## src/hw/rtl/lmtc_pkg.sv

```systemverilog
// Shared types and constants for the LCD mode timing controller.
// No dependencies; imported by lmtc_rem_unit and lcd_mode_timing_controller.
package lmtc_pkg;

  localparam int ACC_W   = 11;  // cycle accumulator
  localparam int THR_W   = 10;  // mode thresholds
  localparam int LINE_W  = 8;
  localparam int BYTE_W  = 8;
  localparam int CFG_W   = 10;  // widest configuration register
  localparam int CFG_IDX_W = 3;
  localparam int OFF_W   = 4;
  localparam int CNT_W   = 8;

  // shift-subtract remainder: one step per accumulator bit
  localparam int REM_STEPS = ACC_W;
  localparam int REM_CNT_W = $clog2(REM_STEPS + 1);
  localparam int REM_DW    = THR_W + ACC_W - 1;

  typedef enum logic [1:0] {
    MODE_HBLANK = 2'd0,
    MODE_VBLANK = 2'd1,
    MODE_OAM    = 2'd2,
    MODE_XFER   = 2'd3
  } mode_t;

  typedef enum logic [1:0] {
    FUNC_TICK  = 2'd0,
    FUNC_READ  = 2'd1,
    FUNC_WRITE = 2'd2,
    FUNC_NONE  = 2'd3
  } func_t;

  typedef enum logic [2:0] {
    ST_IDLE,
    ST_ADD,
    ST_REM,
    ST_FIN
  } seq_state_t;

  // register offsets
  localparam logic [OFF_W-1:0] REG_CTRL  = 4'd0;
  localparam logic [OFF_W-1:0] REG_STAT  = 4'd1;
  localparam logic [OFF_W-1:0] REG_SCY   = 4'd2;
  localparam logic [OFF_W-1:0] REG_SCX   = 4'd3;
  localparam logic [OFF_W-1:0] REG_LY    = 4'd4;
  localparam logic [OFF_W-1:0] REG_LYC   = 4'd5;
  localparam logic [OFF_W-1:0] REG_DMA   = 4'd6;
  localparam logic [OFF_W-1:0] REG_BGP   = 4'd7;
  localparam logic [OFF_W-1:0] REG_OBP0  = 4'd8;
  localparam logic [OFF_W-1:0] REG_OBP1  = 4'd9;
  localparam logic [OFF_W-1:0] REG_WY    = 4'd10;
  localparam logic [OFF_W-1:0] REG_WX    = 4'd11;

  // configuration register indexes
  localparam logic [CFG_IDX_W-1:0] CFG_HBLANK     = 3'd0;
  localparam logic [CFG_IDX_W-1:0] CFG_VBLANK_LN  = 3'd1;
  localparam logic [CFG_IDX_W-1:0] CFG_OAM        = 3'd2;
  localparam logic [CFG_IDX_W-1:0] CFG_XFER       = 3'd3;
  localparam logic [CFG_IDX_W-1:0] CFG_VBLANK_1ST = 3'd4;
  localparam logic [CFG_IDX_W-1:0] CFG_FRAME_LAST = 3'd5;

  localparam logic [THR_W-1:0]  HBLANK_RST     = 10'd204;
  localparam logic [THR_W-1:0]  VBLANK_LN_RST  = 10'd456;
  localparam logic [THR_W-1:0]  OAM_RST        = 10'd80;
  localparam logic [THR_W-1:0]  XFER_RST       = 10'd172;
  localparam logic [LINE_W-1:0] VBLANK_1ST_RST = 8'd144;
  localparam logic [LINE_W-1:0] FRAME_LAST_RST = 8'd153;

  localparam logic [BYTE_W-1:0] STAT_WRITE_MASK = 8'hF8;
  localparam logic [BYTE_W-1:0] STAT_KEEP_MASK  = 8'h07;
  localparam int CTRL_ENABLE_BIT = 7;

  // status interrupt enables, bits 6:3 of the status byte
  localparam int IE_HBLANK = 0;
  localparam int IE_VBLANK = 1;
  localparam int IE_OAM    = 2;
  localparam int IE_COINC  = 3;

  typedef struct packed {
    logic busy;
    logic done;
  } rem_sts_t;

endpackage

```

## src/hw/rtl/lmtc_rem_unit.sv

```systemverilog
// Iterative remainder unit: one compare-subtract step per cycle.
// Depends on lmtc_pkg (widths, step count, status struct).
module lmtc_rem_unit (
  input  logic                      clk,
  input  logic                      rst_n,
  input  logic                      start,
  input  logic [lmtc_pkg::ACC_W-1:0] dividend,
  input  logic [lmtc_pkg::THR_W-1:0] divisor,
  output logic [lmtc_pkg::THR_W-1:0] rem,
  output lmtc_pkg::rem_sts_t         sts
);
  import lmtc_pkg::*;

  logic [ACC_W-1:0]     r_r;
  logic [REM_DW-1:0]    d_r;
  logic [REM_CNT_W-1:0] cnt_r;
  logic                 done_r;
  logic                 fits;

  // shifted divisor fits under the partial remainder
  assign fits = ({{(REM_DW-ACC_W){1'b0}}, r_r} >= d_r);

  always_ff @(posedge clk) begin
    if (!rst_n) begin
      cnt_r  <= '0;
      done_r <= 1'b0;
    end else if (start) begin
      cnt_r  <= REM_CNT_W'(REM_STEPS);
      done_r <= 1'b0;
    end else if (cnt_r != '0) begin
      cnt_r  <= cnt_r - REM_CNT_W'(1);
      done_r <= (cnt_r == REM_CNT_W'(1));
    end else begin
      done_r <= 1'b0;
    end
  end

  always_ff @(posedge clk) begin
    if (start) begin
      r_r <= dividend;
      d_r <= {divisor, {(ACC_W-1){1'b0}}};
    end else if (cnt_r != '0) begin
      if (fits) begin
        r_r <= r_r - d_r[ACC_W-1:0];
      end
      d_r <= d_r >> 1;
    end
  end

  assign rem      = r_r[THR_W-1:0];
  assign sts.busy = (cnt_r != '0);
  assign sts.done = done_r;

endmodule

```

## src/hw/rtl/lcd_mode_timing_controller.sv

```systemverilog
// LCD mode/status timing controller: sequencer, register file and output stage.
// Depends on lmtc_pkg and lmtc_rem_unit.
//
//   channel | ports                                   | handshake
//   --------+-----------------------------------------+----------------------------
//   in      | in_func, in_cycle_count, in_reg_offset, | in_valid / in_stall
//           | in_write_data                           |
//   out     | out_read_data .. out_current_line       | out_valid / out_stall
//   cfg     | cfg_index, cfg_wdata                    | cfg_we, no wait
//
// A tick item with the display on goes from acceptance through the add state and
// the shift-subtract remainder steps to the update state; reads, writes and ticks
// with the display off go straight to the update state, which waits on out_stall.
// in_stall is high from acceptance until the result is loaded into the output
// register; the next item is taken while that result still waits on out_stall.
// Reset (synchronous, active low) restores the configuration, sequencer, timing,
// display and out_valid registers; latched item, threshold, output data are not.
module lcd_mode_timing_controller (
  input  logic                            clk,
  input  logic                            rst_n,
  // configuration
  input  logic                            cfg_we,
  input  logic [lmtc_pkg::CFG_IDX_W-1:0]  cfg_index,
  input  logic [lmtc_pkg::CFG_W-1:0]      cfg_wdata,
  // input items
  input  logic                            in_valid,
  output logic                            in_stall,
  input  logic [1:0]                      in_func,
  input  logic [lmtc_pkg::CNT_W-1:0]      in_cycle_count,
  input  logic [lmtc_pkg::OFF_W-1:0]      in_reg_offset,
  input  logic [lmtc_pkg::BYTE_W-1:0]     in_write_data,
  // result items
  output logic                            out_valid,
  input  logic                            out_stall,
  output logic [lmtc_pkg::BYTE_W-1:0]     out_read_data,
  output logic                            out_unmapped_read,
  output logic                            out_lcd_irq,
  output logic                            out_dma_start,
  output logic [lmtc_pkg::BYTE_W-1:0]     out_dma_source,
  output logic [1:0]                      out_current_mode,
  output logic [lmtc_pkg::LINE_W-1:0]     out_current_line
);
  import lmtc_pkg::*;

  // ---------------- configuration registers ----------------
  logic [THR_W-1:0]  hblank_cyc_r, vblank_cyc_r, oam_cyc_r, xfer_cyc_r;
  logic [LINE_W-1:0] vblank_1st_r, frame_last_r;

  always_ff @(posedge clk) begin
    if (!rst_n) begin
      hblank_cyc_r <= HBLANK_RST;
      vblank_cyc_r <= VBLANK_LN_RST;
      oam_cyc_r    <= OAM_RST;
      xfer_cyc_r   <= XFER_RST;
      vblank_1st_r <= VBLANK_1ST_RST;
      frame_last_r <= FRAME_LAST_RST;
    end else if (cfg_we) begin
      unique case (cfg_index)
        CFG_HBLANK:     hblank_cyc_r <= cfg_wdata;
        CFG_VBLANK_LN:  vblank_cyc_r <= cfg_wdata;
        CFG_OAM:        oam_cyc_r    <= cfg_wdata;
        CFG_XFER:       xfer_cyc_r   <= cfg_wdata;
        CFG_VBLANK_1ST: vblank_1st_r <= cfg_wdata[LINE_W-1:0];
        CFG_FRAME_LAST: frame_last_r <= cfg_wdata[LINE_W-1:0];
        default: ;
      endcase
    end
  end

  // ---------------- sequencer ----------------
  seq_state_t state_r, state_nxt;
  logic       in_acc, out_free, add_en, fin_en, rem_start;
  rem_sts_t   rem_sts;
  logic [THR_W-1:0] rem_val;

  // architectural state
  mode_t             mode_r, mode_nxt;
  logic [ACC_W-1:0]  acc_r, acc_nxt;
  logic [LINE_W-1:0] line_r, line_nxt;
  logic              disp_en_r, disp_en_nxt;
  logic [BYTE_W-1:0] ctrl_r, ctrl_nxt;
  logic [4:0]        stat_hi_r, stat_hi_nxt;   // status bits 7:3
  logic              coinc_r, coinc_nxt;
  logic [BYTE_W-1:0] scy_r, scy_nxt, scx_r, scx_nxt, lyc_r, lyc_nxt;
  logic [BYTE_W-1:0] bgp_r, bgp_nxt, obp0_r, obp0_nxt, obp1_r, obp1_nxt;
  logic [BYTE_W-1:0] wy_r, wy_nxt, wx_r, wx_nxt;

  // latched item and threshold
  func_t             item_func_r;
  logic [CNT_W-1:0]  item_cnt_r;
  logic [OFF_W-1:0]  item_off_r;
  logic [BYTE_W-1:0] item_data_r;
  logic [THR_W-1:0]  thr_r, thr_nxt, thr_sel, thr_raw;
  logic [ACC_W-1:0]  acc_sum;

  // output register
  logic              out_valid_r;
  logic [BYTE_W-1:0] o_rd_r, o_rd_nxt, o_dsrc_r, o_dsrc_nxt;
  logic              o_unm_r, o_unm_nxt, o_irq_r, o_irq_nxt, o_dma_r, o_dma_nxt;

  // scratch for the update step
  logic [LINE_W-1:0] line_inc;
  logic [BYTE_W-1:0] stat_byte, stat_wr;
  logic              wrapped;

  assign in_acc   = in_valid && !in_stall;
  assign out_free = !out_valid_r || !out_stall;

  always_comb begin
    state_nxt = state_r;
    unique case (state_r)
      ST_IDLE: begin
        if (in_valid) begin
          state_nxt = (func_t'(in_func) == FUNC_TICK && disp_en_r) ? ST_ADD : ST_FIN;
        end
      end
      ST_ADD: state_nxt = ST_REM;
      ST_REM: begin
        if (rem_sts.done) begin
          state_nxt = ST_FIN;
        end
      end
      ST_FIN: begin
        if (out_free) begin
          state_nxt = ST_IDLE;
        end
      end
      default: state_nxt = ST_IDLE;
    endcase
  end

  always_comb begin
    in_stall  = (state_r != ST_IDLE);
    add_en    = (state_r == ST_ADD);
    rem_start = (state_r == ST_ADD);
    fin_en    = (state_r == ST_FIN) && out_free;
  end

  always_ff @(posedge clk) begin
    if (!rst_n) begin
      state_r <= ST_IDLE;
    end else begin
      state_r <= state_nxt;
    end
  end

  always_ff @(posedge clk) begin
    if (in_acc) begin
      item_func_r <= func_t'(in_func);
      item_cnt_r  <= in_cycle_count;
      item_off_r  <= in_reg_offset;
      item_data_r <= in_write_data;
    end
  end

  // threshold of the current mode; a zero register acts as one
  always_comb begin
    case (mode_r)
      MODE_HBLANK: thr_raw = hblank_cyc_r;
      MODE_VBLANK: thr_raw = vblank_cyc_r;
      MODE_OAM:    thr_raw = oam_cyc_r;
      default:     thr_raw = xfer_cyc_r;
    endcase
    thr_sel = (thr_raw == '0) ? THR_W'(1) : thr_raw;
  end

  assign acc_sum = acc_r + {{(ACC_W-CNT_W){1'b0}}, item_cnt_r};

  lmtc_rem_unit u_rem (
    .clk      (clk),
    .rst_n    (rst_n),
    .start    (rem_start),
    .dividend (acc_sum),
    .divisor  (thr_sel),
    .rem      (rem_val),
    .sts      (rem_sts)
  );

  assign stat_byte = {stat_hi_r, 3'b000} | ({5'b0, coinc_r, mode_r} & STAT_KEEP_MASK);
  assign stat_wr   = item_data_r & STAT_WRITE_MASK;
  assign line_inc  = line_r + LINE_W'(1);
  assign wrapped   = (acc_r >= {{(ACC_W-THR_W){1'b0}}, thr_r});

  // ---------------- update step ----------------
  always_comb begin
    mode_nxt    = mode_r;
    acc_nxt     = acc_r;
    line_nxt    = line_r;
    disp_en_nxt = disp_en_r;
    ctrl_nxt    = ctrl_r;
    stat_hi_nxt = stat_hi_r;
    coinc_nxt   = coinc_r;
    scy_nxt     = scy_r;
    scx_nxt     = scx_r;
    lyc_nxt     = lyc_r;
    bgp_nxt     = bgp_r;
    obp0_nxt    = obp0_r;
    obp1_nxt    = obp1_r;
    wy_nxt      = wy_r;
    wx_nxt      = wx_r;
    thr_nxt     = thr_r;
    o_rd_nxt    = '0;
    o_unm_nxt   = 1'b0;
    o_irq_nxt   = 1'b0;
    o_dma_nxt   = 1'b0;
    o_dsrc_nxt  = '0;

    if (add_en) begin
      acc_nxt = acc_sum;
      thr_nxt = thr_sel;
    end

    if (fin_en) begin
      case (item_func_r)
        FUNC_TICK: begin
          // acc_r already holds the sum; display-off ticks never reach ST_ADD
          if (disp_en_r && wrapped) begin
            acc_nxt = {{(ACC_W-THR_W){1'b0}}, rem_val};
            case (mode_r)
              MODE_HBLANK: begin
                line_nxt  = line_inc;
                coinc_nxt = (line_inc == lyc_r);
                o_irq_nxt = coinc_nxt && stat_hi_r[IE_COINC];
                if (line_inc == vblank_1st_r) begin
                  o_irq_nxt = o_irq_nxt || stat_hi_r[IE_VBLANK];
                  mode_nxt  = MODE_VBLANK;
                end else begin
                  o_irq_nxt = o_irq_nxt || stat_hi_r[IE_OAM];
                  mode_nxt  = MODE_OAM;
                end
              end
              MODE_VBLANK: begin
                if (line_r >= frame_last_r) begin
                  line_nxt  = '0;
                  coinc_nxt = (lyc_r == '0);
                  o_irq_nxt = (coinc_nxt && stat_hi_r[IE_COINC]) || stat_hi_r[IE_OAM];
                  mode_nxt  = MODE_OAM;
                end else begin
                  line_nxt  = line_inc;
                  coinc_nxt = (line_inc == lyc_r);
                  o_irq_nxt = coinc_nxt && stat_hi_r[IE_COINC];
                end
              end
              MODE_OAM: mode_nxt = MODE_XFER;
              default: begin
                o_irq_nxt = stat_hi_r[IE_HBLANK];
                mode_nxt  = MODE_HBLANK;
              end
            endcase
          end
        end
        FUNC_READ: begin
          unique case (item_off_r)
            REG_CTRL: o_rd_nxt = ctrl_r;
            REG_STAT: o_rd_nxt = stat_byte;
            REG_SCY:  o_rd_nxt = scy_r;
            REG_SCX:  o_rd_nxt = scx_r;
            REG_LY:   o_rd_nxt = line_r;
            REG_LYC:  o_rd_nxt = lyc_r;
            REG_BGP:  o_rd_nxt = bgp_r;
            REG_OBP0: o_rd_nxt = obp0_r;
            REG_OBP1: o_rd_nxt = obp1_r;
            REG_WY:   o_rd_nxt = wy_r;
            REG_WX:   o_rd_nxt = wx_r;
            default:  o_unm_nxt = 1'b1;  // dma and unused offsets
          endcase
        end
        FUNC_WRITE: begin
          unique case (item_off_r)
            REG_CTRL: begin
              if (disp_en_r && !item_data_r[CTRL_ENABLE_BIT]) begin
                // display off: timing and display registers back to reset
                stat_hi_nxt = '0;
                coinc_nxt   = 1'b0;
                scy_nxt     = '0;
                scx_nxt     = '0;
                line_nxt    = '0;
                lyc_nxt     = '0;
                bgp_nxt     = '0;
                obp0_nxt    = '0;
                obp1_nxt    = '0;
                wy_nxt      = '0;
                wx_nxt      = '0;
                acc_nxt     = '0;
                mode_nxt    = MODE_OAM;
                disp_en_nxt = 1'b0;
              end else if (!disp_en_r && item_data_r[CTRL_ENABLE_BIT]) begin
                disp_en_nxt = 1'b1;
              end
              ctrl_nxt = item_data_r;
            end
            REG_STAT: stat_hi_nxt = stat_wr[BYTE_W-1:3];
            REG_SCY:  scy_nxt     = item_data_r;
            REG_SCX:  scx_nxt     = item_data_r;
            REG_LY:   line_nxt    = '0;
            REG_LYC:  lyc_nxt     = item_data_r;
            REG_DMA: begin
              o_dma_nxt  = 1'b1;
              o_dsrc_nxt = item_data_r;
            end
            REG_BGP:  bgp_nxt     = item_data_r;
            REG_OBP0: obp0_nxt    = item_data_r;
            REG_OBP1: obp1_nxt    = item_data_r;
            REG_WY:   wy_nxt      = item_data_r;
            REG_WX:   wx_nxt      = item_data_r;
            default: ;
          endcase
        end
        default: ;
      endcase
    end
  end

  always_ff @(posedge clk) begin
    if (!rst_n) begin
      mode_r    <= MODE_OAM;
      acc_r     <= '0;
      line_r    <= '0;
      disp_en_r <= 1'b1;
      ctrl_r    <= '0;
      stat_hi_r <= '0;
      coinc_r   <= 1'b0;
      scy_r     <= '0;
      scx_r     <= '0;
      lyc_r     <= '0;
      bgp_r     <= '0;
      obp0_r    <= '0;
      obp1_r    <= '0;
      wy_r      <= '0;
      wx_r      <= '0;
    end else begin
      mode_r    <= mode_nxt;
      acc_r     <= acc_nxt;
      line_r    <= line_nxt;
      disp_en_r <= disp_en_nxt;
      ctrl_r    <= ctrl_nxt;
      stat_hi_r <= stat_hi_nxt;
      coinc_r   <= coinc_nxt;
      scy_r     <= scy_nxt;
      scx_r     <= scx_nxt;
      lyc_r     <= lyc_nxt;
      bgp_r     <= bgp_nxt;
      obp0_r    <= obp0_nxt;
      obp1_r    <= obp1_nxt;
      wy_r      <= wy_nxt;
      wx_r      <= wx_nxt;
    end
  end

  always_ff @(posedge clk) begin
    thr_r <= thr_nxt;
  end

  // ---------------- output register ----------------
  always_ff @(posedge clk) begin
    if (!rst_n) begin
      out_valid_r <= 1'b0;
    end else if (fin_en) begin
      out_valid_r <= 1'b1;
    end else if (!out_stall) begin
      out_valid_r <= 1'b0;
    end
  end

  always_ff @(posedge clk) begin
    if (fin_en) begin
      o_rd_r   <= o_rd_nxt;
      o_unm_r  <= o_unm_nxt;
      o_irq_r  <= o_irq_nxt;
      o_dma_r  <= o_dma_nxt;
      o_dsrc_r <= o_dsrc_nxt;
      out_current_mode <= mode_nxt;
      out_current_line <= line_nxt;
    end
  end

  assign out_valid         = out_valid_r;
  assign out_read_data     = o_rd_r;
  assign out_unmapped_read = o_unm_r;
  assign out_lcd_irq       = o_irq_r;
  assign out_dma_start     = o_dma_r;
  assign out_dma_source    = o_dsrc_r;

  // ---------------- assertions ----------------
  // a new result only ever comes from the update step
  a_load_from_fin: assert property (@(posedge clk) disable iff (!rst_n)
    $rose(out_valid_r) |-> $past(state_r == ST_FIN))
    else $error("result loaded outside update step");

  // with the display off the timing state is frozen at its reset point
  a_off_frozen: assert property (@(posedge clk) disable iff (!rst_n)
    !disp_en_r |-> (mode_r == MODE_OAM && acc_r == '0 && line_r == '0))
    else $error("timing state moved while display off");

  // the reduced accumulator is always below the threshold used
  a_rem_bound: assert property (@(posedge clk) disable iff (!rst_n)
    (fin_en && item_func_r == FUNC_TICK && disp_en_r && wrapped) |-> (rem_val < thr_r))
    else $error("remainder not below threshold");

  // the remainder unit is busy only while the sequencer waits on it
  a_rem_busy: assert property (@(posedge clk) disable iff (!rst_n)
    rem_sts.busy |-> (state_r == ST_REM))
    else $error("remainder unit busy outside wait state");

endmodule
```

## config.mk

```make
export PLATFORM = sky130hd
export DESIGN_NAME = lcd_mode_timing_controller
export DESIGN_NICKNAME = d
export VERILOG_FILES = /design/src/hw/rtl/lmtc_pkg.sv /design/src/hw/rtl/lmtc_rem_unit.sv /design/src/hw/rtl/lcd_mode_timing_controller.sv
export SDC_FILE = /design/constraint.sdc
export NUM_CORES = 1
export LEC_CHECK = 0
export ABC_CLOCK_PERIOD_IN_PS = 6400
export BUFFER_PORTS_ARGS = -buffer_cell sky130_fd_sc_hd__buf_4
export CORE_MARGIN = 5
export CORE_UTILIZATION = 50
export CTS_BUF_LIST = sky130_fd_sc_hd__clkbuf_8
export CTS_CLUSTER_SIZE = 25
export DETAILED_ROUTE_END_ITERATION = 16
export PLACE_DENSITY = 0.77
export SLEW_MARGIN = 20
export SYNTH_ARGS = -nofsm -noshare
export SYNTH_HDL_FRONTEND = slang
export SYNTH_HIERARCHICAL = 1
export SYNTH_SLANG_ARGS = --single-unit
```

## constraint.sdc

```tcl
create_clock -name clk -period 6.4 [get_ports clk]
set_input_delay 0 -clock clk [delete_from_list [all_inputs] [get_ports clk]]
set_output_delay 0 -clock clk [all_outputs]
set_load 0.03 [all_outputs]
```

==> results of run 1 <==
timing repair:
action                                  4_1_cts  5_1_grt
endpoints found under the setup margin        0        0
hold buffers                                 46        0
endpoints found under the hold margin        81        0
power by group through the flow:
| stage | Sequential [mW] | Combinational (mW) | Clock (mW) |
|---|---|---|---|
| final | 2.13 | 1.33 | 1.49 |
| after detailed placement | 2.15 | 1.28 | 0 |
| after global routing | 2.14 | 1.47 | 1.59 |
| after global placement | 2.15 | 1.24 | 0 |
| after CTS | 2.12 | 1.31 | 1.51 |
| after floorplan | 2.09 | 1.01 | 0 |
layout by cell type, fill, tap and decap left out, types with 17 or more instances in the layout:
| cell type | synthesis | routed |
|---|---|---|
| edfxtp_1 | 82 | 82 |
| nand2_1 | 227 | 227 |
| dfxtp_1 | 174 | 174 |
| nand3_1 | 43 | 43 |
| ha_1 | 43 | 42 |
| a22oi_1 | 75 | 75 |
| dlygate4sd3_1 | 0 | 46 |
| buf_4 | 12 | 80 |
| a21boi_0 | 42 | 42 |
| nor2_1 | 66 | 66 |
| and2_1 | 19 | 19 |
| nor3_1 | 17 | 17 |
| clkbuf_8 | 0 | 55 |
| inv_1 | 52 | 71 |
| nor2b_1 | 97 | 97 |
| o21ai_0 | 43 | 43 |
| xnor2_1 | 20 | 20 |
| a21oi_1 | 51 | 51 |
worst register-to-register path: cells and delay by family, from the launching register on:
kind                       cells  cell delay [ps]
DFF                            1              390
AOI/OAI and AO/OA              1              270
buffers and inverters          1              580
adders and majority gates      1              240
and+or+nand+nor                5             2030
cells by family (layout without fill, tap and decap cells):
kind of cell,Yosys count,in the layout
AOI/OAI and AO/OA,332,332
muxes,37,37
DFF,256,256
xor gates and xnor gates,32,32
adders and majority gates,45,45
and+or+nand+nor,526,526
buffers and inverters,141,260
flip-flops by register name, indices dropped and copies added (netlist names), 10 cells and up:
register / flops
acc_r: 11
thr_r: 10
vblank_cyc_r: 10
u_rem/r_r: 11
u_rem/d_r: 20
oam_cyc_r: 10
hblank_cyc_r: 10
xfer_cyc_r: 10
per-stage QoR:
| stage | setup WS, ps | hold slack, ps | util, % |
|---|---|---|---|
| finish | 2790 | 50.3 | 58.7 |
| global route | 2550 | 69.0 | 58.7 |
| global placement | 3080 | 179 | 53.3 |
| floorplan | 3860 | 98.9 | - |
| CTS | 2880 | 23.9 | 58.7 |
| detailed placement | 2910 | 179 | 53.3 |
layer usage:
metal  global-route usage, %  vias to the layer above  wire, um
met5                       0                        -         0
met4                    7.22                        0       833
met3                    4.32                       70      2800
met2                    36.7                      460     15700
met1                    31.1                     5012     14700
li1                        -                     5051         -
how the worst max path moves through the flow:
stage,startpoint,endpoint,slack [ps]
2_1_floorplan,line_r[0],out_current_mode[1],3860
3_3_place_gp,state_r[0],lyc_r[6],3080
3_5_place_dp,state_r[0],lyc_r[1],2910
4_1_cts,state_r[0],obp0_r[6],2880
5_1_grt,state_r[0],obp0_r[6],2550
6_report,state_r[0],obp0_r[6],2790
synthesized netlist by cell type (all sizes together) (6+ instances only):
library cell	count	area share, %
a22oi	75	4.4
nand2	227	6.6
ha	43	4.2
inv	53	1.6
nor2	66	1.9
nor3	17	0.66
o21ai	47	1.8
edfxtp	82	19
a21oi	51	2.0
a31oi	6	0.29
o211ai	8	0.47
nand3	44	1.8
nand2b	11	0.54
a21boi	56	3.3
xnor2	20	1.4
a211oi	7	0.41
nor2b	97	4.7
mux4	14	2.5
nor4	9	0.49
xor2	11	0.75
buf	25	1.3
o21a	8	0.47
and2	20	0.98
a311oi	6	0.41
a22o	6	0.41
a21o	6	0.35
a221oi	6	0.41
mux2	8	0.70
and3	6	0.29
mux2i	15	1.2
dfxtp	174	27
clkbuf	63	1.8
area by class of cell:
type,count,area share [%]
clock buffers,55,5.11
inverters,53,1.34
clock inverters,25,0.954
flip-flops and latches,256,40.1
well taps,330,2.79
multi-input cells,972,42.4
repair buffers,127,7.24
==> summary.txt, run 1 <==
Die
  • Width of the chip: 170 um
  • Core ar.: 0.0253 mm^2
  • # IOs: 71
  • Die area: 0.0290 mm^2
  • Height of the chip: between 150 and 200 um
  • Site Rows: 58
  • Initial core utilization: between 50 and 60%

Global routing
  • Antenna violations before repair: 0
  • All-Layer GR Usage: between 20% and 30%
  • First-pass GRT wire length: approximately 53 mm
  • Largest net degree at the start of global routing: 133
  • Total grt overflow: 0
  • Vias in the first global route: 10200

Timing
  • RSZ-0062 raised after global routing: false
  • Setup tns final: 0 ps
  • Worst Skew: 33.8 ps
  • Final Setup Violations: 0
  • Fin. max-slew vios: 0
  • Tcrit/Tclk final: a little under three fifths
  • Fin. Hold Viols: 0
  • Min Tclk post-route: 3610 ps
  • FMAX: ~280 MHz
  • Max-Slew Margin vs Limit: 28.7%
  • Worst Tran Pin Value: roughly 1100 ps

Worst hold path
  • Hold Crit Start: cfg_we
  • Worst min path class: in2reg
  • Worst Hold Path EP: vblank_1st_r[4]
  • Worst hold path depth: 4

Drt
  • Post-Route WL: 34.0 mm
  • WL per Instance: 18.7 um
  • Drt drc: 0
  • Via Count: 10600
  • Routed Antenna Nets: 0
  • Detailed Routing Iterations Pass 1: 6
  • Initial drt markers: 1043
  • Vias/cell: 5.83

Logic synthesis
  • Fraction of the mapped netlist area in compound gates: 18.2%
  • Post-Synth XOR/XNOR Area: approximately 2.3%
  • Yosys warns: 6
  • Sequential area share after synthesis: 46.3%
  • Commonest register cell after synthesis: dfxtp_1
  • Synth Cell Area: approximately 0.013 mm^2
  • Synth Instances: 1369
  • Simple-Gate Fraction of Synth Area: 19.6%
  • Syn nets: 1454
  • Yosys reg bits: 256
  • Largest family of logic cells by synthesized area: simple AND/OR/NAND/NOR gates
  • Adder-Cell Fraction of Synth Area: around 4.5%
  • Async SR Flop Fraction: 0%
  • Cell variety after synth: 78
  • EDFF count, synth: 82
  • Synthesized area per cell: approximately 9.4 um^2
  • Mux contribution to synthesized area: 4.33%

Layout
  • N_diodes: 0
  • Register area: 0.00595 mm^2
  • Final net count: approximately 1500
  • Final non-filler cell total: approximately 1800
  • Design area: 0.0148 mm^2
  • FILL cells: 2135
  • Area of the multi-input gates: ~0.0063 mm^2
  • Ratio of cells with drive above 1 in the final layout: between 10% and 20%
  • Area Growth Syn to Fin: 15.5%

Worst setup path
  • Critical path endpoint category: register
  • Critical Path AT: 4060 ps
  • Critical Path Stages: 8
  • Buffers & Inverters on Critical Path: 1
  • Slowest-stage cell, CP: nor2_1
  • Crit Path Max Fanout: 32
  • Crit Path Category: reg2reg
  • Reg-to-Reg Start: state_r[0]
  • Top cell by count, worst path: nor2_1
  • CP Data Required Time: 6850 ps
  • Reg2reg path depth: 8
  • Crit-path leading delay family: simple AND/OR/NAND/NOR gates
  • Crit path cell chain: ha_1 -> nand2_1 -> inv_2 -> nand3_1 -> nor2_1 -> nor2_1 -> a22oi_1 -> nor2b_1
  • Crit path largest cell delay: 870 ps
  • CP startpoint kind: register
  • Reg2reg end: obp0_r[6]
  • FF-to-FF setup slack: 2790 ps

Power
  • PwrDens: 333 mW/mm^2
  • NetSw: 1.68 mW
  • Clk pwr share: 30.1%
  • Combinational power share: about 27%
  • Final Power: 4.94 mW
  • Total internal power: 3.26 mW
  • Lkg Pwr: approximately 5.5 nW
  • Flop pwr share: 43.0%
  • Switching Fraction: between 30% and 40%
  • Worst vdd ir: 292 uV

Clock tree
  • Root Driver: clkbuf_8
  • Post-CTS Resized: 0
  • Reg clk slew, reported paths: 70 ps
  • Clock sink count: around 260
  • TritonCTS clock tree: yes
  • Clock buffer depth: 3
  • Clk_lat worst skew: 570 ps
  • Num CTS Buffers: 43
  • Setup Fix Bufs, Post-CTS: 0
  • # H-tree levels: 2

Placed design
  • Placed cell areas: ~0.013 mm^2
  • Placed wire-length estimate: 22.2 mm
  • DP Cell Count: roughly 1700
  • Routability congestion estimate: 0.894
  • Number of I/O port buffers: 70

Run status
  • Status: finished clean

Flow run
  • Max Cap Violations: 0
Power figures use the tool's default switching activity.
==> run 2: changes to the inputs <==
- ABC_CLOCK_PERIOD_IN_PS: 6400 -> 3650
- clock period: 6.4 -> 3.65 ns (I/O delays scaled with it)
==> run 2 against run 1 <==
Compared with the run above: sequential power is 76% higher; sequential share of layout area is 0.20 points lower; first-iteration DRC count is 6.8% higher; clock skew is 11 ps lower; largest power group unchanged.
==> summary.txt, run 2 (synthesis results as in run 1) <==
Run status
  • Status: finished clean (unchanged)

Layout
  • Register with the most flip-flops: u_rem/d_r (unchanged)
  • FILL cells: 2109 (was 2135)
  • Design area: 0.0149 mm^2 (was 0.0148 mm^2)
  • N_diodes: 0 (unchanged)
  • Top Registers: u_rem/d_r: 20 flops, acc_r: 11 flops, u_rem/r_r: 11 flops (unchanged)
  • Area of the multi-input gates: 0.00629 mm^2 (unchanged)
  • Final net count: 1549 (was 1538)
  • Most frequent standard cell in the layout excluding fill and tap cells: nand2_1 (unchanged)
  • Ratio of cells with drive above 1 in the final layout: 12.8% (was 11.9%)
  • Final non-filler cell total: 1828 (was 1818)
  • Most frequent cells in the layout: 227 x nand2_1, 174 x dfxtp_1, 97 x nor2b_1 (unchanged)
  • Area Growth Syn to Fin: 16.1% (was 15.5%)
  • Number of flip-flops in the largest register: 20 (unchanged)
  • Register area: 0.00595 mm^2 (unchanged)

Die
  • Width of the chip: 170 um (unchanged)
  • Die area: 0.0290 mm^2 (unchanged)
  • # IOs: 71 (unchanged)
  • Height of the chip: 170 um (unchanged)
  • Core ar.: 0.0253 mm^2 (unchanged)
  • Site Rows: 58 (unchanged)
  • Initial core utilization: 50.8% (unchanged)

Worst setup path
  • Crit Path Max Fanout: 9 (was 32)
  • Critical Path AT: 3390 ps (was 4060 ps)
  • Crit Path Category: reg2reg (unchanged)
  • Critical path endpoint category: register (unchanged)
  • Reg-to-Reg Start: line_r[0] (was state_r[0])
  • CP Data Required Time: 4130 ps (was 6850 ps)
  • CP startpoint kind: register (unchanged)
  • CP Launch Point: line_r[0] (was state_r[0])

Placed design
  • Number of I/O port buffers: 70 (unchanged)
  • Placed cell areas: 0.0136 mm^2 (was 0.0135 mm^2)
  • Routability congestion estimate: 0.893 (was 0.894)
  • DP Cell Count: 1705 (was 1692)
  • Placed wire-length estimate: 22.3 mm (was 22.2 mm)

Drt
  • Detailed Routing Iterations Pass 1: 6 (unchanged)
  • Drt drc: 0 (unchanged)
  • Initial drt markers: 1114 (was 1043)
  • Routed Antenna Nets: 0 (unchanged)
  • Post-Route WL: 33.3 mm (was 34.0 mm)
  • WL per Instance: 18.2 um (was 18.7 um)
  • Vias/cell: 5.84 (was 5.83)
  • Via Count: 10700 (was 10600)

Timing
  • Min Tclk post-route: 2910 ps (was 3610 ps)
  • Worst Tran Pin Value: 1030 ps (was 1070 ps)
  • Max-Slew Margin vs Limit: 31.5% (was 28.7%)
  • Worst Skew: 23.0 ps (was 33.8 ps)
  • Fin. max-slew vios: 0 (unchanged)
  • Tcrit/Tclk final: 79.8% (was 56.5%)
  • RSZ-0062 raised after global routing: false (unchanged)
  • Final Setup Violations: 0 (unchanged)
  • Fin. Hold Viols: 0 (unchanged)
  • FMAX: 343 MHz (was 277 MHz)
  • Setup tns final: 0 ps (unchanged)

Clock tree
  • Setup Fix Bufs, Post-CTS: 0 (unchanged)
  • Num CTS Buffers: 43 (unchanged)
  • Clock sink count: 256 (unchanged)
  • Root Driver: clkbuf_8 (unchanged)
  • TritonCTS clock tree: yes (unchanged)
  • # H-tree levels: 2 (unchanged)
  • Clock buffer depth: 3 (unchanged)
  • Clk_lat worst skew: 550 ps (was 570 ps)
  • Reg clk slew, reported paths: 70 ps (about the same)

Global routing
  • All-Layer GR Usage: 22.6% (was 22.8%)
  • Total grt overflow: 0 (unchanged)
  • First-pass GRT wire length: 53.5 mm (was 53.3 mm)
  • Vias in the first global route: 10300 (was 10200)
  • Largest net degree at the start of global routing: 99 (was 133)
  • Antenna violations before repair: 0 (unchanged)

Flow run
  • Max Cap Violations: 0 (unchanged)

Worst hold path
  • Worst min path class: in2reg (unchanged)
  • Hold Crit Start: in_reg_offset[1] (was cfg_we)

Power
  • Lkg Pwr: 5.55 nW (was 5.50 nW)
  • Worst vdd ir: 498 uV (was 292 uV)
  • PwrDens: 582 mW/mm^2 (was 333 mW/mm^2)
  • Final Power: 8.67 mW (was 4.94 mW)
==> run 2: final timing paths <==
check / end / slack, ps / cells past startpoint
max reg2reg: line_r[5] / 740 / 9
min reg2reg: scy_r[3] / 450 / 2
min: item_off_r[1] / 170 / 2
max: line_r[5] / 740 / 9
==> run 2: layout make-up <==
cell class              instances  share of cell area (%)
multi-input cells             972                    42.2
flip-flops and latches        256                    39.9
repair buffers                138                    7.70
clock buffers                  52                    4.81
well taps                     330                    2.77
inverters                      53                    1.34
clock inverters                27                    1.24
==> run 2: timing repair <==
action,4_1_cts,5_1_grt
gates resized for setup,0,0
hold buffers,44,0
hold endpoints to repair,82,0
endpoints found under the setup margin,0,0
==> run 2: where the power goes <==
part / internal, mW / leakage, nW / switching (mW)
clock network: 1.45 / 0.513 / 1.18
registers: 3.41 / 2.18 / 0.339
logic: 0.881 / 2.86 / 1.42
total: 5.74 / 5.55 / 2.93
==> run 2: critical path: stages (launching register included) <==
cell       delay, ps
dfxtp_1          520
inv_1            120
ha_1             280
nand2b_1         130
a2111oi_0        410
o211ai_1         340
nor2_1           220
nand3_1          260
or3_1            420
a21boi_1         150
==> run 2: metrics by stage <==
stage	hold slack, ps	utilization, %	setup slack, ps
global route	145	59.0	435
detailed placement	180	53.7	763
finish	173	59.0	736
CTS	142	59.0	749
floorplan	98.9	-	1110
global placement	180	53.7	845
==> run 2: layer usage <==
layer  share of wire [%]  track usage (%)
met1                  44             31.0
met2                  46             36.2
met3                 7.6             4.07
met4                 2.4             7.60
met5                   0                0
==> run 3: changes to the inputs <==
- ABC_CLOCK_PERIOD_IN_PS: 3650 -> 2500
- PLACE_DENSITY: 0.77 -> 0.8
- clock period: 3.65 -> 2.5 ns (I/O delays scaled with it)
==> run 3 against run 2 <==
Compared with the run above: combinational power grew 57%; register-to-register slack got worse by 670 ps; sequential power increased by 45%; count of clock-buffer cells in the layout is 2 higher; largest cell class unchanged.
==> summary.txt, run 3 (synthesis results as in run 1) <==
Worst setup path
  • Reg2reg path depth: 10 (was 9)
  • Crit-path leading delay family: compound AO/OA/AOI/OAI gates (was simple AND/OR/NAND/NOR gates)
  • Buffers & Inverters on Critical Path: 2 (was 1)
  • CP startpoint kind: register (unchanged)
  • FF-to-FF setup slack: 70 ps (was 740 ps)
  • Critical Path Stages: 10 (was 9)
  • Crit path cell chain: inv_1 -> ha_1 -> a21o_1 -> a221o_1 -> a41o_1 -> a21oi_1 -> a21o_1 -> buf_12 -> a21oi_1 -> nor3b_1 (was inv_1 -> ha_1 -> nand2b_1 -> a2111oi_0 -> o211ai_1 -> nor2_1 -> nand3_1 -> or3_1 -> a21boi_1)
  • Crit path largest cell delay: 370 ps (was 520 ps)
  • Crit Path Category: reg2reg (unchanged)
  • Reg-to-Reg Start: thr_r[4] (was line_r[0])
  • Critical Path AT: 2910 ps (was 3390 ps)
  • Slowest-stage cell, CP: edfxtp_1 (was dfxtp_1)
  • Critical path endpoint category: register (unchanged)
  • CP Launch Point: thr_r[4] (was line_r[0])
  • CP Data Required Time: 2980 ps (was 4130 ps)
  • Crit Path Max Fanout: 8 (was 9)

Layout
  • Top Registers: u_rem/d_r: 20 flops, acc_r: 11 flops, u_rem/r_r: 11 flops (unchanged)
  • Register with the most flip-flops: u_rem/d_r (unchanged)
  • Area Growth Syn to Fin: 19.9% (was 16.1%)
  • Final non-filler cell total: 1876 (was 1828)
  • FILL cells: 2050 (was 2109)
  • Design area: 0.0154 mm^2 (was 0.0149 mm^2)
  • Final net count: 1595 (was 1549)
  • Number of flip-flops in the largest register: 20 (unchanged)
  • Most frequent standard cell in the layout excluding fill and tap cells: nand2_1 (unchanged)
  • N_diodes: 0 (unchanged)
  • Ratio of cells with drive above 1 in the final layout: 16.5% (was 12.8%)
  • Most frequent cells in the layout: 227 x nand2_1, 173 x dfxtp_1, 132 x buf_4 (was 227 x nand2_1, 174 x dfxtp_1, 97 x nor2b_1)

Die
  • Height of the chip: 170 um (unchanged)
  • Die area: 0.0290 mm^2 (unchanged)
  • Width of the chip: 170 um (unchanged)
  • Core ar.: 0.0253 mm^2 (unchanged)
  • # IOs: 71 (unchanged)
  • Site Rows: 58 (unchanged)
  • Initial core utilization: 50.8% (unchanged)

Timing
  • Worst Tran Pin Value: 969 ps (was 1030 ps)
  • Final Setup Violations: 0 (unchanged)
  • Setup tns final: 0 ps (unchanged)
  • FMAX: 412 MHz (was 343 MHz)
  • Max-Slew Margin vs Limit: 34.9% (was 31.5%)
  • RSZ-0062 raised after global routing: true (was false)
  • Min Tclk post-route: 2430 ps (was 2910 ps)
  • Fin. max-slew vios: 0 (unchanged)
  • Worst Skew: 30.2 ps (was 23.0 ps)
  • Fin. Hold Viols: 0 (unchanged)
  • Tcrit/Tclk final: 97.2% (was 79.8%)

Drt
  • Routed Antenna Nets: 0 (unchanged)
  • Vias/cell: 5.93 (was 5.84)
  • Drt drc: 0 (unchanged)
  • Detailed Routing Iterations Pass 1: 6 (unchanged)
  • Initial drt markers: 1188 (was 1114)
  • Via Count: 11100 (was 10700)
  • Post-Route WL: 35.0 mm (was 33.3 mm)
  • WL per Instance: 18.6 um (was 18.2 um)

Power
  • Worst vdd ir: 666 uV (was 498 uV)
  • Final Power: 12.8 mW (was 8.67 mW)
  • PwrDens: 830 mW/mm^2 (was 582 mW/mm^2)
  • Lkg Pwr: 5.79 nW (was 5.55 nW)

Worst hold path
  • Hold Crit Start: in_valid (was in_reg_offset[1])
  • Worst hold path depth: 2 (unchanged)
  • Worst min path class: in2reg (unchanged)

Placed design
  • DP Cell Count: 1750 (was 1705)
  • Placed cell areas: 0.0140 mm^2 (was 0.0136 mm^2)
  • Placed wire-length estimate: 24.0 mm (was 22.3 mm)
  • Number of I/O port buffers: 70 (unchanged)
  • Routability congestion estimate: 0.943 (was 0.893)

Clock tree
  • Clock buffer depth: 3 (unchanged)
  • Reg clk slew, reported paths: 60 ps (was 70 ps)
  • Clk_lat worst skew: 560 ps (was 550 ps)
  • Num CTS Buffers: 45 (was 43)
  • Setup Fix Bufs, Post-CTS: 0 (unchanged)
  • # H-tree levels: 2 (unchanged)
  • Clock sink count: 256 (unchanged)
  • Root Driver: clkbuf_8 (unchanged)
  • TritonCTS clock tree: yes (unchanged)

Global routing
  • Total grt overflow: 0 (unchanged)
  • First-pass GRT wire length: 55.6 mm (was 53.5 mm)
  • Antenna violations before repair: 0 (unchanged)
  • Vias in the first global route: 10800 (was 10300)
  • All-Layer GR Usage: 23.5% (was 22.6%)
  • Largest net degree at the start of global routing: 71 (was 99)

Run status
  • Status: finished clean (unchanged)

Flow run
  • Max Cap Violations: 0 (unchanged)
## run 3: cell types whose count changed in the layout (fill, tap and decap cells not counted), sizes merged
| cell | previous run | this run |
|---|---|---|
| buf | 94 | 139 |
| clkinv | 4 | 15 |
| inv | 71 | 67 |
| clkinvlp | 3 | 0 |
| bufinv | 2 | 0 |
| clkbuf | 52 | 54 |
| dlygate4sd3 | 44 | 43 |
## run 3: layout make-up
| cell class | count | area [um^2] | share of cell area (%) |
|---|---|---|---|
| multi-input combinational | 972 | 6380 | 41.5 |
| sequential | 256 | 5950 | 38.7 |
| timing repair buffer | 182 | 1560 | 10.2 |
| clock buffer | 54 | 743 | 4.83 |
| tap | 330 | 413 | 2.69 |
| inverter | 53 | 199 | 1.29 |
| clock inverter | 29 | 130 | 0.846 |
## run 3: metal layers
layer,wire length (um),track usage [%],vias up
met3,2910,4.76,108
met1,14500,31.2,5331
met2,16400,38.7,523
met5,0,0,-
met4,1120,7.57,0
li1,-,-,5170
## run 3: repair_timing
item,4_1_cts,5_1_grt
hold buffers,43,0
hold endpoints to repair,82,0
pin swaps,0,4
setup endpoints to repair,9,25
gates resized for setup,1,19
## run 3: path summary, 6_finish.rpt
path,endpoint
setup / recovery,acc_r[6]
hold / removal,item_cnt_r[5]
setup reg to reg,acc_r[6]
hold reg to reg,scy_r[5]
## run 3: worst reg2reg max path, cell delays in order (launching register included)
cell	delay (ps)
edfxtp_1	370
inv_1	60
ha_1	230
a21o_1	190
a221o_1	310
a41o_1	250
a21oi_1	270
a21o_1	300
buf_12	160
a21oi_1	40
nor3b_1	180
## run 3: through the flow
stage | hold WS (ps) | utilization [%] | setup WS [ps]
6_report | 45.0 | 60.9 | 70.3
5_1_grt | 34.2 | 60.9 | -9.36
4_1_cts | 11.4 | 60.5 | 21.1
3_5_place_dp | 181 | 55.4 | -116
3_3_place_gp | 179 | 55.4 | -3.39
2_1_floorplan | 98.9 | - | 16.3
## run 3: report_power, final
part | total (mW) | internal (mW) | switching [mW]
clock | 3.70 | 1.97 | 1.73
sequential | 5.45 | 4.98 | 0.468
combinational | 3.61 | 1.42 | 2.19
total | 12.8 | 8.37 | 4.39
